### src/rtl/gcode_motion_line_parser_macros.svh
// Assertion macros shared by the G-code line parser RTL.
// Included by modules that carry concurrent checks; no other dependencies.
`ifndef GCODE_MOTION_LINE_PARSER_MACROS_SVH
`define GCODE_MOTION_LINE_PARSER_MACROS_SVH

// Same-cycle implication.
`define GMLP_ASSERT_NOW(lbl, clk, rstn, ante, cons, msg) \
  lbl: assert property (@(posedge clk) disable iff (!rstn) (ante) |-> (cons)) \
    else $error(msg);

// Next-cycle implication.
`define GMLP_ASSERT_NEXT(lbl, clk, rstn, ante, cons, msg) \
  lbl: assert property (@(posedge clk) disable iff (!rstn) (ante) |=> (cons)) \
    else $error(msg);

`endif

### src/rtl/gmlp_pkg.sv
// Shared types, character codes and helper functions for the G-code line parser.
// No dependencies.
`timescale 1ns / 1ps

package gmlp_pkg;

  localparam int OUT_W = 32;

  typedef enum logic [3:0] {
    LT_NONE = 4'd0,
    LT_G, LT_M, LT_X, LT_Y, LT_Z, LT_I, LT_J, LT_K, LT_R, LT_F, LT_N
  } letter_e;

  typedef enum logic [2:0] {
    MODE_RAPID = 3'd0,
    MODE_LINE,
    MODE_CW,
    MODE_CCW,
    MODE_NONE
  } mode_e;

  localparam logic [7:0] CH_NL     = 8'h0A;
  localparam logic [7:0] CH_LPAREN = 8'h28;
  localparam logic [7:0] CH_MINUS  = 8'h2D;
  localparam logic [7:0] CH_DOT    = 8'h2E;
  localparam logic [7:0] CH_ZERO   = 8'h30;
  localparam logic [7:0] CH_NINE   = 8'h39;
  localparam logic [7:0] CH_O      = 8'h4F;
  localparam logic [7:0] CH_LC_A   = 8'h61;
  localparam logic [7:0] CH_LC_Z   = 8'h7A;
  localparam logic [7:0] CASE_BIT  = 8'h20;

  // Control part of one queued beat from front to back.
  typedef struct packed {
    logic    eol;
    logic    word;
    logic    disc;
    logic    neg;
    letter_e letter;
  } item_ctl_t;

  // Smallest b with 2**b > 10**n.
  function automatic int pow10_bits(int n);
    longint unsigned p;
    int              b;
    p = 1;
    b = 0;
    for (int i = 0; i < n; i++) p = p * 10;
    while ((64'd1 << b) <= p) b++;
    return b;
  endfunction

  function automatic letter_e letter_of(logic [7:0] c);
    case (c)
      "G":     return LT_G;
      "M":     return LT_M;
      "X":     return LT_X;
      "Y":     return LT_Y;
      "Z":     return LT_Z;
      "I":     return LT_I;
      "J":     return LT_J;
      "K":     return LT_K;
      "R":     return LT_R;
      "F":     return LT_F;
      "N":     return LT_N;
      default: return LT_NONE;
    endcase
  endfunction

endpackage

### src/rtl/gmlp_front.sv
// Front end: folds case, collects word letters and number prefixes, queues words and line ends.
// Depends on gmlp_pkg.
`timescale 1ns / 1ps

module gmlp_front #(
  parameter int NUMBER_CHARS = 9,
  parameter int MW           = 30,
  parameter int FW           = 4
) (
  input  logic                clk_i,
  input  logic                rst_ni,
  input  logic                in_valid_i,
  output logic                in_ready_o,
  input  logic [7:0]          data_byte_i,
  input  logic                end_of_stream_i,
  output logic                push_o,
  input  logic                push_ready_i,
  output gmlp_pkg::item_ctl_t push_ctl_o,
  output logic [MW-1:0]       push_mant_o,
  output logic [FW-1:0]       push_fd_o
);
  import gmlp_pkg::*;

  localparam int CW = $clog2(NUMBER_CHARS + 1);

  letter_e       letter_q, letter_d;
  logic [MW-1:0] mant_q, mant_d;
  logic [CW-1:0] cnt_q, cnt_d;
  logic [FW-1:0] fd_q, fd_d;
  logic          neg_q, neg_d, dot_q, dot_d, stop_q, stop_d, disc_q, disc_d;

  logic [7:0] ch;
  logic       accept, is_eol, is_num, collecting;

  assign in_ready_o = push_ready_i;
  assign accept     = in_valid_i & push_ready_i;
  assign collecting = (letter_q != LT_NONE);

  always_comb begin
    ch = data_byte_i;
    if (ch inside {[CH_LC_A:CH_LC_Z]}) begin
      ch = data_byte_i - CASE_BIT;
    end
  end

  assign is_eol = end_of_stream_i || (ch == CH_NL);
  assign is_num = ch inside {[CH_ZERO:CH_NINE], CH_DOT, CH_MINUS};

  assign push_mant_o = mant_q;
  assign push_fd_o   = fd_q;

  always_comb begin
    letter_d   = letter_q;
    mant_d     = mant_q;
    cnt_d      = cnt_q;
    fd_d       = fd_q;
    neg_d      = neg_q;
    dot_d      = dot_q;
    stop_d     = stop_q;
    disc_d     = disc_q;
    push_o     = 1'b0;
    push_ctl_o = '{eol: 1'b0, word: collecting, disc: disc_q, neg: neg_q, letter: letter_q};
    if (accept) begin
      if (is_eol) begin
        push_o         = 1'b1;
        push_ctl_o.eol = 1'b1;
        disc_d         = 1'b0;
      end else if (!disc_q) begin
        if (collecting && is_num) begin
          if (cnt_q < CW'(NUMBER_CHARS)) begin
            cnt_d = cnt_q + CW'(1);
            if (!stop_q) begin
              if (ch == CH_MINUS) begin
                if (cnt_q == '0) neg_d = 1'b1;
                else stop_d = 1'b1;
              end else if (ch == CH_DOT) begin
                if (dot_q) stop_d = 1'b1;
                else dot_d = 1'b1;
              end else begin
                mant_d = MW'({mant_q, 3'b000}) + MW'({mant_q, 1'b0}) + MW'(ch[3:0]);
                if (dot_q) fd_d = fd_q + FW'(1);
              end
            end
          end
        end else begin
          push_o = collecting;
          if (ch == CH_LPAREN || ch == CH_O) disc_d = 1'b1;
        end
      end
      // Any beat that ended the word restarts the number collector.
      if (is_eol || (!disc_q && !(collecting && is_num))) begin
        letter_d = is_eol ? LT_NONE : letter_of(ch);
        mant_d   = '0;
        cnt_d    = '0;
        fd_d     = '0;
        neg_d    = 1'b0;
        dot_d    = 1'b0;
        stop_d   = 1'b0;
      end
    end
  end

  always_ff @(posedge clk_i or negedge rst_ni) begin
    if (!rst_ni) begin
      letter_q <= LT_NONE;
      mant_q   <= '0;
      cnt_q    <= '0;
      fd_q     <= '0;
      neg_q    <= 1'b0;
      dot_q    <= 1'b0;
      stop_q   <= 1'b0;
      disc_q   <= 1'b0;
    end else begin
      letter_q <= letter_d;
      mant_q   <= mant_d;
      cnt_q    <= cnt_d;
      fd_q     <= fd_d;
      neg_q    <= neg_d;
      dot_q    <= dot_d;
      stop_q   <= stop_d;
      disc_q   <= disc_d;
    end
  end

endmodule

### src/rtl/gmlp_fifo.sv
// Four-entry queue between front and back ends.
// Depends on gcode_motion_line_parser_macros.svh.
`timescale 1ns / 1ps
`include "gcode_motion_line_parser_macros.svh"

module gmlp_fifo #(
  parameter int W = 40
) (
  input  logic         clk_i,
  input  logic         rst_ni,
  input  logic         push_i,
  input  logic [W-1:0] wdata_i,
  output logic         full_o,
  input  logic         pop_i,
  output logic [W-1:0] rdata_o,
  output logic         empty_o
);

  localparam int DEPTH = 4;
  localparam int AW    = $clog2(DEPTH);

  logic [W-1:0]  mem_q [DEPTH];
  logic [AW-1:0] wr_q, rd_q;
  logic [AW:0]   cnt_q;

  assign full_o  = (cnt_q == (AW+1)'(DEPTH));
  assign empty_o = (cnt_q == '0);
  assign rdata_o = mem_q[rd_q];

  always_ff @(posedge clk_i) begin
    if (push_i) mem_q[wr_q] <= wdata_i;
  end

  always_ff @(posedge clk_i or negedge rst_ni) begin
    if (!rst_ni) begin
      wr_q  <= '0;
      rd_q  <= '0;
      cnt_q <= '0;
    end else begin
      if (push_i) wr_q <= wr_q + AW'(1);
      if (pop_i) rd_q <= rd_q + AW'(1);
      if (push_i && !pop_i) cnt_q <= cnt_q + (AW+1)'(1);
      else if (pop_i && !push_i) cnt_q <= cnt_q - (AW+1)'(1);
    end
  end

  `GMLP_ASSERT_NOW(a_no_overflow, clk_i, rst_ni, push_i, !full_o, "push into full queue")
  `GMLP_ASSERT_NOW(a_no_underflow, clk_i, rst_ni, pop_i, !empty_o, "pop from empty queue")
  `GMLP_ASSERT_NEXT(a_count_up, clk_i, rst_ni, push_i && !pop_i, cnt_q == $past(cnt_q) + 1'b1, "count did not rise")

endmodule

### src/rtl/gmlp_back.sv
// Back end: scales queued numbers to fixed point, updates modal state, emits moves.
// Depends on gmlp_pkg.
`timescale 1ns / 1ps

module gmlp_back #(
  parameter int NUMBER_CHARS = 9,
  parameter int FRAC_BITS    = 16,
  parameter int VALUE_WIDTH  = 32,
  parameter int MW           = 30,
  parameter int FW           = 4
) (
  input  logic                        clk_i,
  input  logic                        rst_ni,
  output logic                        pop_o,
  input  logic                        empty_i,
  input  gmlp_pkg::item_ctl_t         ctl_i,
  input  logic [MW-1:0]               mant_i,
  input  logic [FW-1:0]               fd_i,
  output logic                        out_valid_o,
  input  logic                        out_ready_i,
  output logic [1:0]                  move_kind_o,
  output logic signed [gmlp_pkg::OUT_W-1:0] target_x_o,
  output logic signed [gmlp_pkg::OUT_W-1:0] target_y_o,
  output logic signed [gmlp_pkg::OUT_W-1:0] arc_center_i_o,
  output logic signed [gmlp_pkg::OUT_W-1:0] arc_center_j_o
);
  import gmlp_pkg::*;

  localparam int F   = FRAC_BITS;
  localparam int VW  = VALUE_WIDTH;
  localparam int DW  = pow10_bits(NUMBER_CHARS - 1);
  localparam int XW  = MW + F;
  localparam int QW  = XW;
  localparam int RW  = XW + 1;
  localparam int LO  = (MW < RW / 2) ? MW : RW / 2;
  localparam int HI  = RW - LO;
  localparam int SW  = MW + HI + 1;
  localparam int RMW = DW + 1;
  localparam int CW  = ((QW > VW) ? QW : VW) + 1;
  localparam int KW  = VW + F + 2;
  localparam logic [CW-1:0] LIM = CW'(1) << (VW - 1);

  // Reciprocal and power-of-ten tables, one row per fraction digit count.
  logic [RW-1:0] recip_tab [2**FW];
  logic [DW-1:0] p10_tab   [2**FW];

  for (genvar g = 0; g < 2**FW; g++) begin : g_tab
    localparam int            E   = (g < NUMBER_CHARS) ? g : NUMBER_CHARS - 1;
    localparam logic [DW-1:0] P10 = DW'(10) ** E;
    localparam logic [RW-1:0] RCP = {1'b1, {XW{1'b0}}} / RW'(P10);
    assign recip_tab[g] = RCP;
    assign p10_tab[g]   = P10;
  end

  logic back_en;
  logic out_valid_q, out_valid_d;

  assign back_en = !out_valid_q || out_ready_i;
  assign pop_o   = back_en && !empty_i;

  // Stage 1: low partial product.
  logic             v1_q;
  item_ctl_t        c1_q;
  logic [MW-1:0]    m1_q;
  logic [FW-1:0]    f1_q;
  logic [MW+LO-1:0] plo1_q;
  logic [RW-1:0]    rcp0, rcp1;

  assign rcp0 = recip_tab[fd_i];
  assign rcp1 = recip_tab[f1_q];

  // Stage 2: high partial product and quotient estimate.
  logic          v2_q;
  item_ctl_t     c2_q;
  logic [MW-1:0] m2_q;
  logic [FW-1:0] f2_q;
  logic [QW-1:0] q0_2_q;
  logic [SW-1:0] sum2;

  assign sum2 = SW'(m1_q) * SW'(rcp1[RW-1:LO]) + SW'(plo1_q >> LO);

  // Stage 3: back-multiply the estimate.
  logic           v3_q;
  item_ctl_t      c3_q;
  logic [MW-1:0]  m3_q;
  logic [FW-1:0]  f3_q;
  logic [QW-1:0]  q0_3_q;
  logic [RMW-1:0] prod3_q;

  // Stage 4: correction, exactness, saturation.
  logic           v4_q;
  item_ctl_t      c4_q;
  logic [VW-1:0]  val4_q, val4_d;
  logic           exact4_q, exact4_d;
  logic [RMW-1:0] xlow, rem, rem_fin, dv;
  logic           ge;
  logic [QW-1:0]  qf;
  logic [CW-1:0]  qx;
  logic [MW-1:0]  lowmask;

  always_comb begin
    xlow     = RMW'({m3_q, {F{1'b0}}});
    dv       = RMW'(p10_tab[f3_q]);
    rem      = xlow - prod3_q;
    ge       = (rem >= dv);
    rem_fin  = ge ? rem - dv : rem;
    qf       = q0_3_q + QW'(ge);
    qx       = CW'(qf);
    lowmask  = ~({MW{1'b1}} << f3_q);
    exact4_d = (rem_fin == '0) && ((m3_q & lowmask) == '0);
    if (c3_q.neg) begin
      val4_d = (qx > LIM) ? VW'(0) - VW'(LIM) : VW'(0) - VW'(qx);
    end else begin
      val4_d = (qx > LIM - CW'(1)) ? VW'(LIM - CW'(1)) : VW'(qx);
    end
  end

  always_ff @(posedge clk_i) begin
    if (back_en) begin
      c1_q     <= ctl_i;
      m1_q     <= mant_i;
      f1_q     <= fd_i;
      plo1_q   <= (MW+LO)'(mant_i) * (MW+LO)'(rcp0[LO-1:0]);
      c2_q     <= c1_q;
      m2_q     <= m1_q;
      f2_q     <= f1_q;
      q0_2_q   <= QW'(sum2 >> (MW - LO));
      c3_q     <= c2_q;
      m3_q     <= m2_q;
      f3_q     <= f2_q;
      q0_3_q   <= q0_2_q;
      prod3_q  <= RMW'(q0_2_q[RMW-1:0] * RMW'(p10_tab[f2_q]));
      c4_q     <= c3_q;
      val4_q   <= val4_d;
      exact4_q <= exact4_d;
    end
  end

  always_ff @(posedge clk_i or negedge rst_ni) begin
    if (!rst_ni) begin
      v1_q <= 1'b0;
      v2_q <= 1'b0;
      v3_q <= 1'b0;
      v4_q <= 1'b0;
    end else if (back_en) begin
      v1_q <= pop_o;
      v2_q <= v1_q;
      v3_q <= v2_q;
      v4_q <= v3_q;
    end
  end

  // Stage 5: commit to modal state.
  logic [VW-1:0] x_q, x_d, y_q, y_d, i_q, i_d, j_q, j_d, last_q, last_d;
  logic          any_q, any_d, k_q, k_d, g_q, g_d, ex_q, ex_d;
  logic [2:0]    mode_q, mode_d;
  logic          emit;
  logic [1:0]    kind_q;
  logic [VW-1:0] ox_q, oy_q, oi_q, oj_q;

  always_comb begin
    x_d    = x_q;
    y_d    = y_q;
    i_d    = i_q;
    j_d    = j_q;
    last_d = last_q;
    any_d  = any_q;
    k_d    = k_q;
    g_d    = g_q;
    ex_d   = ex_q;
    mode_d = mode_q;
    emit   = 1'b0;
    if (v4_q && back_en) begin
      if (c4_q.word) begin
        case (c4_q.letter)
          LT_G: begin
            g_d    = 1'b1;
            last_d = val4_q;
            ex_d   = exact4_q;
          end
          LT_X: begin
            x_d   = val4_q;
            any_d = 1'b1;
          end
          LT_Y: begin
            y_d   = val4_q;
            any_d = 1'b1;
          end
          LT_I: begin
            i_d   = val4_q;
            any_d = 1'b1;
          end
          LT_J: begin
            j_d   = val4_q;
            any_d = 1'b1;
          end
          LT_K: begin
            any_d = 1'b1;
            k_d   = 1'b1;
          end
          LT_Z, LT_R, LT_F: begin
            any_d = 1'b1;
          end
          default: begin
          end
        endcase
      end
      if (c4_q.eol) begin
        if (any_d && !c4_q.disc) begin
          if (g_d) begin
            mode_d = MODE_NONE;
            for (int k = 0; k < 4; k++) begin
              if (ex_d && ({{(F+2){1'b0}}, last_d} == (KW'(k) << F))) mode_d = 3'(k);
            end
          end
          emit = (mode_d == MODE_RAPID) || (mode_d == MODE_LINE) ||
                 (((mode_d == MODE_CW) || (mode_d == MODE_CCW)) && !k_d);
        end
        any_d  = 1'b0;
        k_d    = 1'b0;
        g_d    = 1'b0;
        ex_d   = 1'b0;
        last_d = '0;
      end
    end
  end

  always_comb begin
    out_valid_d = out_valid_q;
    if (back_en) out_valid_d = emit;
  end

  always_ff @(posedge clk_i or negedge rst_ni) begin
    if (!rst_ni) begin
      x_q         <= '0;
      y_q         <= '0;
      i_q         <= '0;
      j_q         <= '0;
      last_q      <= '0;
      any_q       <= 1'b0;
      k_q         <= 1'b0;
      g_q         <= 1'b0;
      ex_q        <= 1'b0;
      mode_q      <= MODE_NONE;
      out_valid_q <= 1'b0;
    end else begin
      x_q         <= x_d;
      y_q         <= y_d;
      i_q         <= i_d;
      j_q         <= j_d;
      last_q      <= last_d;
      any_q       <= any_d;
      k_q         <= k_d;
      g_q         <= g_d;
      ex_q        <= ex_d;
      mode_q      <= mode_d;
      out_valid_q <= out_valid_d;
    end
  end

  always_ff @(posedge clk_i) begin
    if (back_en && emit) begin
      kind_q <= mode_d[1:0];
      ox_q   <= x_d;
      oy_q   <= y_d;
      oi_q   <= mode_d[1] ? i_d : '0;
      oj_q   <= mode_d[1] ? j_d : '0;
    end
  end

  assign out_valid_o    = out_valid_q;
  assign move_kind_o    = kind_q;
  assign target_x_o     = OUT_W'($signed(ox_q));
  assign target_y_o     = OUT_W'($signed(oy_q));
  assign arc_center_i_o = OUT_W'($signed(oi_q));
  assign arc_center_j_o = OUT_W'($signed(oj_q));

endmodule

### src/rtl/gcode_motion_line_parser.sv
// Top level of the G-code motion line parser: front end, queue, back end.
// Depends on gmlp_pkg, gmlp_front, gmlp_fifo, gmlp_back.
`timescale 1ns / 1ps

//  channel | direction | handshake                  | beat payload
//  in      | sink      | in_valid_i / in_ready_o    | data_byte_i, end_of_stream_i
//  out     | source    | out_valid_o / out_ready_i  | move_kind_o, target_*, arc_center_*
//
// One byte per cycle while in_ready_o is high; the front end takes each byte as it is accepted.
// A move becomes valid after the newline beat passes the queue, four back-end
// stages (two partial products, back-multiply, correction) and the commit, which
// loads the modal state and the output register on the same edge.
// Reset is asynchronous and active low; all modal state clears at once, no sweep.
// A stalled output freezes the back end; the four-deep queue absorbs the front
// until it fills, then in_ready_o drops.

module gcode_motion_line_parser #(
  parameter int FRAC_BITS    = 16,
  parameter int NUMBER_CHARS = 9,
  parameter int VALUE_WIDTH  = 32
) (
  input  logic                              clk_i,
  input  logic                              rst_ni,
  input  logic                              in_valid_i,
  output logic                              in_ready_o,
  input  logic [7:0]                        data_byte_i,
  input  logic                              end_of_stream_i,
  output logic                              out_valid_o,
  input  logic                              out_ready_i,
  output logic [1:0]                        move_kind_o,
  output logic signed [gmlp_pkg::OUT_W-1:0] target_x_o,
  output logic signed [gmlp_pkg::OUT_W-1:0] target_y_o,
  output logic signed [gmlp_pkg::OUT_W-1:0] arc_center_i_o,
  output logic signed [gmlp_pkg::OUT_W-1:0] arc_center_j_o
);
  import gmlp_pkg::*;

  // Mantissa holds up to NUMBER_CHARS decimal digits; fd counts fraction digits.
  localparam int MW     = pow10_bits(NUMBER_CHARS);
  localparam int FW     = $clog2(NUMBER_CHARS);
  localparam int ITEM_W = $bits(item_ctl_t) + MW + FW;

  logic          push, full, pop, empty;
  item_ctl_t     push_ctl, pop_ctl;
  logic [MW-1:0] push_mant, pop_mant;
  logic [FW-1:0] push_fd, pop_fd;
  logic [ITEM_W-1:0] rdata;

  gmlp_front #(
    .NUMBER_CHARS(NUMBER_CHARS),
    .MW          (MW),
    .FW          (FW)
  ) u_front (
    .clk_i          (clk_i),
    .rst_ni         (rst_ni),
    .in_valid_i     (in_valid_i),
    .in_ready_o     (in_ready_o),
    .data_byte_i    (data_byte_i),
    .end_of_stream_i(end_of_stream_i),
    .push_o         (push),
    .push_ready_i   (!full),
    .push_ctl_o     (push_ctl),
    .push_mant_o    (push_mant),
    .push_fd_o      (push_fd)
  );

  gmlp_fifo #(
    .W(ITEM_W)
  ) u_fifo (
    .clk_i  (clk_i),
    .rst_ni (rst_ni),
    .push_i (push),
    .wdata_i({push_ctl, push_mant, push_fd}),
    .full_o (full),
    .pop_i  (pop),
    .rdata_o(rdata),
    .empty_o(empty)
  );

  assign {pop_ctl, pop_mant, pop_fd} = rdata;

  gmlp_back #(
    .NUMBER_CHARS(NUMBER_CHARS),
    .FRAC_BITS   (FRAC_BITS),
    .VALUE_WIDTH (VALUE_WIDTH),
    .MW          (MW),
    .FW          (FW)
  ) u_back (
    .clk_i         (clk_i),
    .rst_ni        (rst_ni),
    .pop_o         (pop),
    .empty_i       (empty),
    .ctl_i         (pop_ctl),
    .mant_i        (pop_mant),
    .fd_i          (pop_fd),
    .out_valid_o   (out_valid_o),
    .out_ready_i   (out_ready_i),
    .move_kind_o   (move_kind_o),
    .target_x_o    (target_x_o),
    .target_y_o    (target_y_o),
    .arc_center_i_o(arc_center_i_o),
    .arc_center_j_o(arc_center_j_o)
  );

endmodule
### config.mk
export PLATFORM = sky130hd
export DESIGN_NAME = gcode_motion_line_parser
export DESIGN_NICKNAME = d
export VERILOG_FILES = /design/src/rtl/gmlp_pkg.sv /design/src/rtl/gmlp_front.sv /design/src/rtl/gmlp_fifo.sv /design/src/rtl/gmlp_back.sv /design/src/rtl/gcode_motion_line_parser.sv
export VERILOG_INCLUDE_DIRS = /design/src /design/src/rtl
export SDC_FILE = /design/constraint.sdc
export NUM_CORES = 2
export LEC_CHECK = 0
export BUFFER_PORTS_ARGS = -buffer_cell sky130_fd_sc_hd__clkbuf_2
export CAP_MARGIN = 5
export CORE_UTILIZATION = 60
export CTS_BUF_LIST = sky130_fd_sc_hd__clkbuf_8
export DETAILED_ROUTE_END_ITERATION = 8
export GPL_TIMING_DRIVEN = 0
export PLACE_DENSITY = 0.89
export SYNTH_ARGS = -nofsm -noshare
export SYNTH_HDL_FRONTEND = slang
export SYNTH_SLANG_ARGS = --single-unit
### constraint.sdc
create_clock -name clk_i -period 17.05 [get_ports clk_i]
set_clock_uncertainty 0.15 [all_clocks]
set_input_delay 0.8525 -clock clk_i [delete_from_list [all_inputs] [get_ports clk_i]]
set_output_delay 0.8525 -clock clk_i [all_outputs]
set_load 0.02 [all_outputs]
# Word-level counts from Yosys, hierarchy flattened
# Memory sizes are Yosys's and may differ from the RTL's.
# Index checks and enable logic that the tools add are counted.
dict set report word_totals {
  regBits 694
  ramBits 168
  rom_bits 2368
  inputBits 13
  out_inout_bits 132
  memories 5
}
# name words word_bits rd rd_ports_with_merged_regs write_ports line_no
set memory_table {}
lappend memory_table {{(no name shown)} 16 47 1 0 0 gmlp_back.sv:70} ;# assign rcp1 = recip_tab[f1_q];
lappend memory_table {{(no name shown)} 16 47 1 0 0 gmlp_back.sv:69} ;# assign rcp0 = recip_tab[fd_i];
lappend memory_table {{(no name shown)} 16 27 1 0 0 gmlp_back.sv:103} ;# dv = RMW'(p10_tab[f3_q]);
lappend memory_table {{(no name shown)} 16 27 1 0 0 gmlp_back.sv:132} ;# prod3_q <= RMW'(q0_2_q[RMW-1:0] * RMW'(p10_tab[f2_q]));
lappend memory_table {u_fifo.mem_q 4 42 1 0 1 gmlp_fifo.sv:22} ;# logic [W-1:0] mem_q [DEPTH];
dict set report classes {
  add_sub_neg 14
  n_mul 3
  order_cmp 12
  eq_ne 37
  shift 1
  muxes 123
  bitwise_logic 7
  n_reduce_logical 55
}
# op count
set op_table {}
lappend op_table {{$mux 32} 19}
lappend op_table {{$mux 30} 8}
lappend op_table {{$mux 27} 4}
lappend op_table {{$eq 8x7->1 const B} 12}
lappend op_table {{$mux 47} 2}
lappend op_table {{$eq 32x18->1 const B} 2}
lappend op_table {{$mux 4} 15}
lappend op_table {{$mux 1} 57}
lappend op_table {{$add 53x30->53} 1}
lappend op_table {{$mul 30x23->53} 1}
lappend op_table {{$mul 30x24->53} 1}
lappend op_table {{$add 46x1->46} 1}
lappend op_table {{$gt 46x31->1 const B} 1}
lappend op_table {{$gt 46x32->1 const B} 1}
lappend op_table {{$mux 23} 2}
lappend op_table {{$pmux 4 s11} 1}
lappend op_table {{$eq 32x17->1 const B} 1}
lappend op_table {{$logic_not 32->1} 1}
lappend op_table {{$sub 1x32->32 const A} 1}
lappend op_table {{$add 30x30->30} 1}
lappend op_table {{$add 30x4->30} 1}
lappend op_table {{$and 30x30->30} 1}
lappend op_table {{$logic_not 30->1} 1}
lappend op_table {{$mux 3} 10}
lappend op_table {{other kinds (47)} 107}

# Depth between registers and ports, before layout
dict set report depth {
  ltp_word 22
  depth_mapped 37
  depth_no_buf 33
}

# Hierarchy
# A second synthesis with hierarchy kept.
dict set report unflattened {
  cells_unflattened 8544
  area_unflattened_um2 88359.7
}
# module instances cells_per_inst area_each_um2 seq_area_each_um2
set by_module_without_submodules {}
lappend by_module_without_submodules {gmlp_back 1 7835 77819.6 16797.4}
lappend by_module_without_submodules {gmlp_fifo 1 254 6512.5 5220.0}
lappend by_module_without_submodules {gmlp_front 1 454 4023.9 1151.1}
lappend by_module_without_submodules {gcode_motion_line_parser 1 1 3.8 0.0}

# Worst setup path before layout
# No wires, ideal clock.
dict set report synth_timing {
  path_type {in2reg}
  start {in out_ready_i}
  end {reg u_back.oi_q[0], in the netlist u_back.arc_center_i_o[0] (enable)}
  t_arrival_ns 12.535
  required_ns 16.417
  path_slack_ns 3.882
  stages 7
  n_path_buf 1
  path_cell_list {nand2b_1 -> clkbuf_1 -> and2_1 -> nand2_1 -> nor3_1 -> nand2_1 -> inv_1}
}
dict set report synth_via {
  elab_chain_len 4
}
# element line_no
set synth_lines {}
lappend synth_lines {{start, declared} gcode_motion_line_parser.sv:29} ;# input logic out_ready_i,
lappend synth_lines {{$logic_or 1x1->1 *} gmlp_back.sv:58} ;# assign back_en = !out_valid_q || out_ready_i;
lappend synth_lines {{named net u_back.back_en} gmlp_back.sv:55} ;# logic back_en;
lappend synth_lines {{$logic_and 1x1->1} gmlp_back.sv:173} ;# if (v4_q && back_en) begin
lappend synth_lines {{$mux 1} gmlp_back.sv:173}
lappend synth_lines {{$logic_and 1x1->1 *} gmlp_back.sv:262} ;# if (back_en && emit) begin
lappend synth_lines {{end signal, assigned} gmlp_back.sv:266} ;# oi_q <= mode_d[1] ? i_d : '0;
lappend synth_lines {{end, declared} gmlp_back.sv:159} ;# logic [VW-1:0] ox_q, oy_q, oi_q, oj_q;
# Mark *: on every way through the listed nets, which the timed path passes. The rest lies on a longest branch.
# A chain may end at the register's enable or synchronous reset.

# Worst setup path in the final report
dict set report layout_timing {
  start {reg u_fifo.rd_q[1]}
  end {reg u_back.plo1_q[51] (data pin)}
}
dict set report layout_via {
  elab_cells_between_ends 6
  cone_classes {mul: 1; mux: 2; bitwise: 1; memory: 2}
}
# element line_no
set layout_rtl {}
lappend layout_rtl {{start, declared} gmlp_fifo.sv:23} ;# logic [AW-1:0] wr_q, rd_q;
lappend layout_rtl {{start signal, assigned} gmlp_fifo.sv:41} ;# if (pop_i) rd_q <= rd_q + AW'(1);
lappend layout_rtl {{$mem_v2 4x42} n/a}
lappend layout_rtl {{named net rdata[14]} gcode_motion_line_parser.sv:47} ;# logic [ITEM_W-1:0] rdata;
lappend layout_rtl {{$mul 30x23->53} gmlp_back.sv:123} ;# plo1_q <= (MW+LO)'(mant_i) * (MW+LO)'(rcp0[LO-1:0]);
lappend layout_rtl {{end signal, assigned} gmlp_back.sv:123}
lappend layout_rtl {{end, declared} gmlp_back.sv:66} ;# logic [MW+LO-1:0] plo1_q;
# The timed path passes the listed nets, and every way through them passes these cells. The select of a mux whose other input is x is not followed.

==> reports/qor.log <==
[floorplan] floorplan die area 148000 sq um
[synthesis] post-synthesis cell type with the largest combined area sky130_fd_sc_hd__fa_1
[grt] Global Route Usage Sum 0.352
[finish] multi-input logic area 56300 sq um
[route] Iteration-0 DRC Markers 6502
[min_path] path type of the worst min-delay path register to register
[route] number of vias per cell after detailed routing 5.89
[clock_tree] clock sinks 809
[sta] Final Hold Violating Endpoints 0
[floorplan] Site Rows 140
[synthesis] sequential fraction of the synthesis area 0.264
[floorplan] effective utilization at floorplan 0.604
[grt] wire length of the first global-routing pass 390000 um
[sta] Min Clock Period, post-route 12250 ps
[worst_setup_path] data required time at the worst endpoint 17520 ps
[floorplan] I/O Pins 145
[clock_tree] total number of H-tree levels 4
[synthesis] number of enable-type register cells in the synthesized netlist 584
[clock_tree] maximum number of buffers from clock root to sink 3
[worst_setup_path] slack of the worst reg-to-reg path 4800 ps
[synthesis] share of async-settable or async-resettable flops after synthesis 0.278
[synthesis] Post-Syn Instances 8488
[sta] tightest slew margin relative to the limit 0.0559
[route] remaining number of nets flagged by the antenna check after routing 0
[finish] Area growth syn-to-layout 7.11%
[grt] maximum number of pins on one net before global-route repair 113
[clock_tree] clock slew at the register clock pins of the worst setup and hold paths 60 ps
[synthesis] leading post-synthesis cells by instance count sky130_fd_sc_hd__inv_1 (1855), sky130_fd_sc_hd__fa_1 (1355), sky130_fd_sc_hd__nand2_1 (1075), sky130_fd_sc_hd__ha_1 (716), sky130_fd_sc_hd__edfxtp_1 (584)
[synthesis] number of different library cells in the post-synthesis netlist 117
[route] total wirelength of the detailed-routed design 254000 um
[worst_setup_path] most repeated library cell on the critical path sky130_fd_sc_hd__fa_1
[floorplan] chip width 385 um
[sta] timing-limited maximum frequency 81.6 MHz
[place] gpl congestion 1.03
[worst_setup_path] CP max stage cell sky130_fd_sc_hd__o32ai_1
[sta] final cycle utilization of the critical path 0.719
[grt] total congestion overflow 0
[synthesis] number of nets produced by synthesis 10600
[worst_setup_path] maximum single-stage delay on the critical path 980 ps
[route] drt pass-1 iters 8
[place] DP Wirelength 207000 um
[worst_setup_path] startpoint kind of the worst setup timing path register
[route] DR DRC count 0
[finish] share of layout cells above drive strength 1 0.0707
[sta] max-slew violations 0
[synthesis] top flip-flop cell by instance count after synthesis sky130_fd_sc_hd__edfxtp_1
[worst_setup_path] crit path capture type register
[synthesis] flip-flop and latch count after synthesis 809
[synthesis] top-area cell type share of the netlist area 0.309
[route] total via count in the routed design 63700
[worst_setup_path] peak fanout along the critical path 10
[synthesis] synth warn 0
[grt] initial antenna violation count 7
[synthesis] Post-Synthesis Cell Area 87900 sq um
[route] average detailed-routed wire length per instance 23.5 um
[clock_tree] buffer type at the clock tree root sky130_fd_sc_hd__clkbuf_8
[floorplan] Die Height 385 um
[sta] Tightest Pin Transition 1410 ps
[synthesis] most common cell in the synthesized netlist sky130_fd_sc_hd__inv_1
[job] max_cap viols 0
[synthesis] largest cells by area after synthesis sky130_fd_sc_hd__fa_1 (31%), sky130_fd_sc_hd__edfxtp_1 (20%), sky130_fd_sc_hd__ha_1 (10%)
[status] run status finished clean
[grt] via count of the first global-routing pass 67400
[clock_tree] clock latency on the worst-skew pair 900 ps
[worst_setup_path] arrival time of data at the critical path endpoint 12730 ps
[finish] number of nets at the end of the flow 10900
[clock_tree] total clock buffers created by CTS 134
[place] IO Port Bufs 143
[finish] FILL cells 10800
[sta] setup violation total in the final timing report 0
[sta] worst hold margin 243 ps
[clock_tree] CTS tree yes
[finish] Seq. cell area 23200 sq um
[sta] RSZ-0062 raised after global routing no
[worst_setup_path] Crit Path Category register to register
[floorplan] Core Footprint 146000 sq um
[synthesis] post-synthesis average cell area 10.4 sq um
## final cells by class
class,instances,share of cell area
Clock inverter,105,0.00893
Antenna cell,5,0.000133
Buffer,357,0.0148
Sequential cell,809,0.246
Timing Repair Buffer,156,0.0108
Inverter,1860,0.0742
Clock buffer,143,0.0209
Tap cell,1917,0.0255
Multi-Input combinational cell,5462,0.599
## repair_timing
item / 4_1_cts / 5_1_grt
endpoints found under the setup margin: 0 / 0
endpoints found under the hold margin: 57 / 0
setup buffers: 0 / 0
gates resized for setup: 0 / 0
hold buffers: 1 / 0
## cell families after synthesis
group	synth area share
buf+inv	0.0952
fa+ha+maj	0.411
flops	0.264
mux	0.0301
xor+xnor	0.0254
compound gates	0.0560
simple gates	0.119
## worst max-delay path: cells and delay by family, from the launching register on
kind | cells | cell delay, ps
AO/OA/AOI/OAI | 11 | 3560
AND/OR/NAND/NOR | 3 | 560
buffers and inverters | 11 | 3340
flip-flops | 1 | 320
multiplexers | 1 | 190
adder cells (fa/ha/maj) | 8 | 3870
## final timing paths
check / from / end / depth (start not counted)
hold reg to reg: u_back.c1_q[4]$_DFFE_PN_ / u_back.c2_q[4]$_DFFE_PN_ / 0
hold / removal: u_back.c1_q[4]$_DFFE_PN_ / u_back.c2_q[4]$_DFFE_PN_ / 0
setup reg to reg: u_fifo.rd_q[1]$_DFFE_PN0P_ / u_back.plo1_q[51]$_DFFE_PN_ / 34
max in group asynchronous: rst_ni / u_back.y_q[28]$_DFF_PN0_ / 4
min in group asynchronous: rst_ni / u_back.v4_q$_DFFE_PN0N_ / 2
setup / recovery: u_fifo.rd_q[1]$_DFFE_PN0P_ / u_back.plo1_q[51]$_DFFE_PN_ / 34
## through the flow
step	cells	utilization	setup TNS [ps]	instance area, sq um	worst slack (ps)
4_1_cts	10800	0.646	0	94100	5180
3_5_place_dp	10600	0.627	0	91300	5240
5_1_grt	10800	0.647	0	94100	4630
3_3_place_gp	10500	0.625	-41680	91000	-341
6_report	10800	0.647	0	94100	4800
2_1_floorplan	8488	-	0	87900	3880
## layer usage
metal	up-vias	wire, um	GRT usage
met5	-	27	0
met4	4	17000	0.205
met3	923	26800	0.0827
met2	3732	115000	0.551
met1	31700	94800	0.449
li1	27300	-	-
## sequential cells by signal, summed over array words and instances, names as in the netlist, 32 cells and up
| name | count |
|---|---|
| u_back.target_y_o | 32 |
| u_fifo.mem_q | 168 |
| u_back.arc_center_i_o | 32 |
| u_back.last_q | 32 |
| u_back.y_q | 32 |
| u_back.val4_q | 32 |
| u_back.q0_2_q | 46 |
| u_back.arc_center_j_o | 32 |
| u_back.x_q | 32 |
| u_back.q0_3_q | 46 |
| u_back.target_x_o | 32 |
| u_back.j_q | 32 |
| u_back.i_q | 32 |
## cells in the final DEF (no fill, tap or decap), types with 29 or more instances in the layout
cell type and instances:
sky130_fd_sc_hd__a21o_1 114, sky130_fd_sc_hd__a21oi_1 183, sky130_fd_sc_hd__a22o_1 44, sky130_fd_sc_hd__and2_1 269, sky130_fd_sc_hd__and3_1 194, sky130_fd_sc_hd__buf_1 29
sky130_fd_sc_hd__clkbuf_1 307, sky130_fd_sc_hd__clkbuf_2 143, sky130_fd_sc_hd__clkbuf_8 144, sky130_fd_sc_hd__dfrtp_1 224, sky130_fd_sc_hd__edfxtp_1 584, sky130_fd_sc_hd__fa_1 1355
sky130_fd_sc_hd__ha_1 716, sky130_fd_sc_hd__inv_1 1902, sky130_fd_sc_hd__mux2_2 151, sky130_fd_sc_hd__mux2i_1 34, sky130_fd_sc_hd__nand2_1 1075, sky130_fd_sc_hd__nand3_1 66
sky130_fd_sc_hd__nand4_1 38, sky130_fd_sc_hd__nor2_1 292, sky130_fd_sc_hd__nor2b_1 45, sky130_fd_sc_hd__nor3_1 63, sky130_fd_sc_hd__o21ai_0 97, sky130_fd_sc_hd__o31ai_1 33
sky130_fd_sc_hd__xnor2_1 170, sky130_fd_sc_hd__xor2_1 80
Power is left out: the tool's default activity adds up to more than one toggle a clock period on the data nets, which glitch-free logic cannot reach.
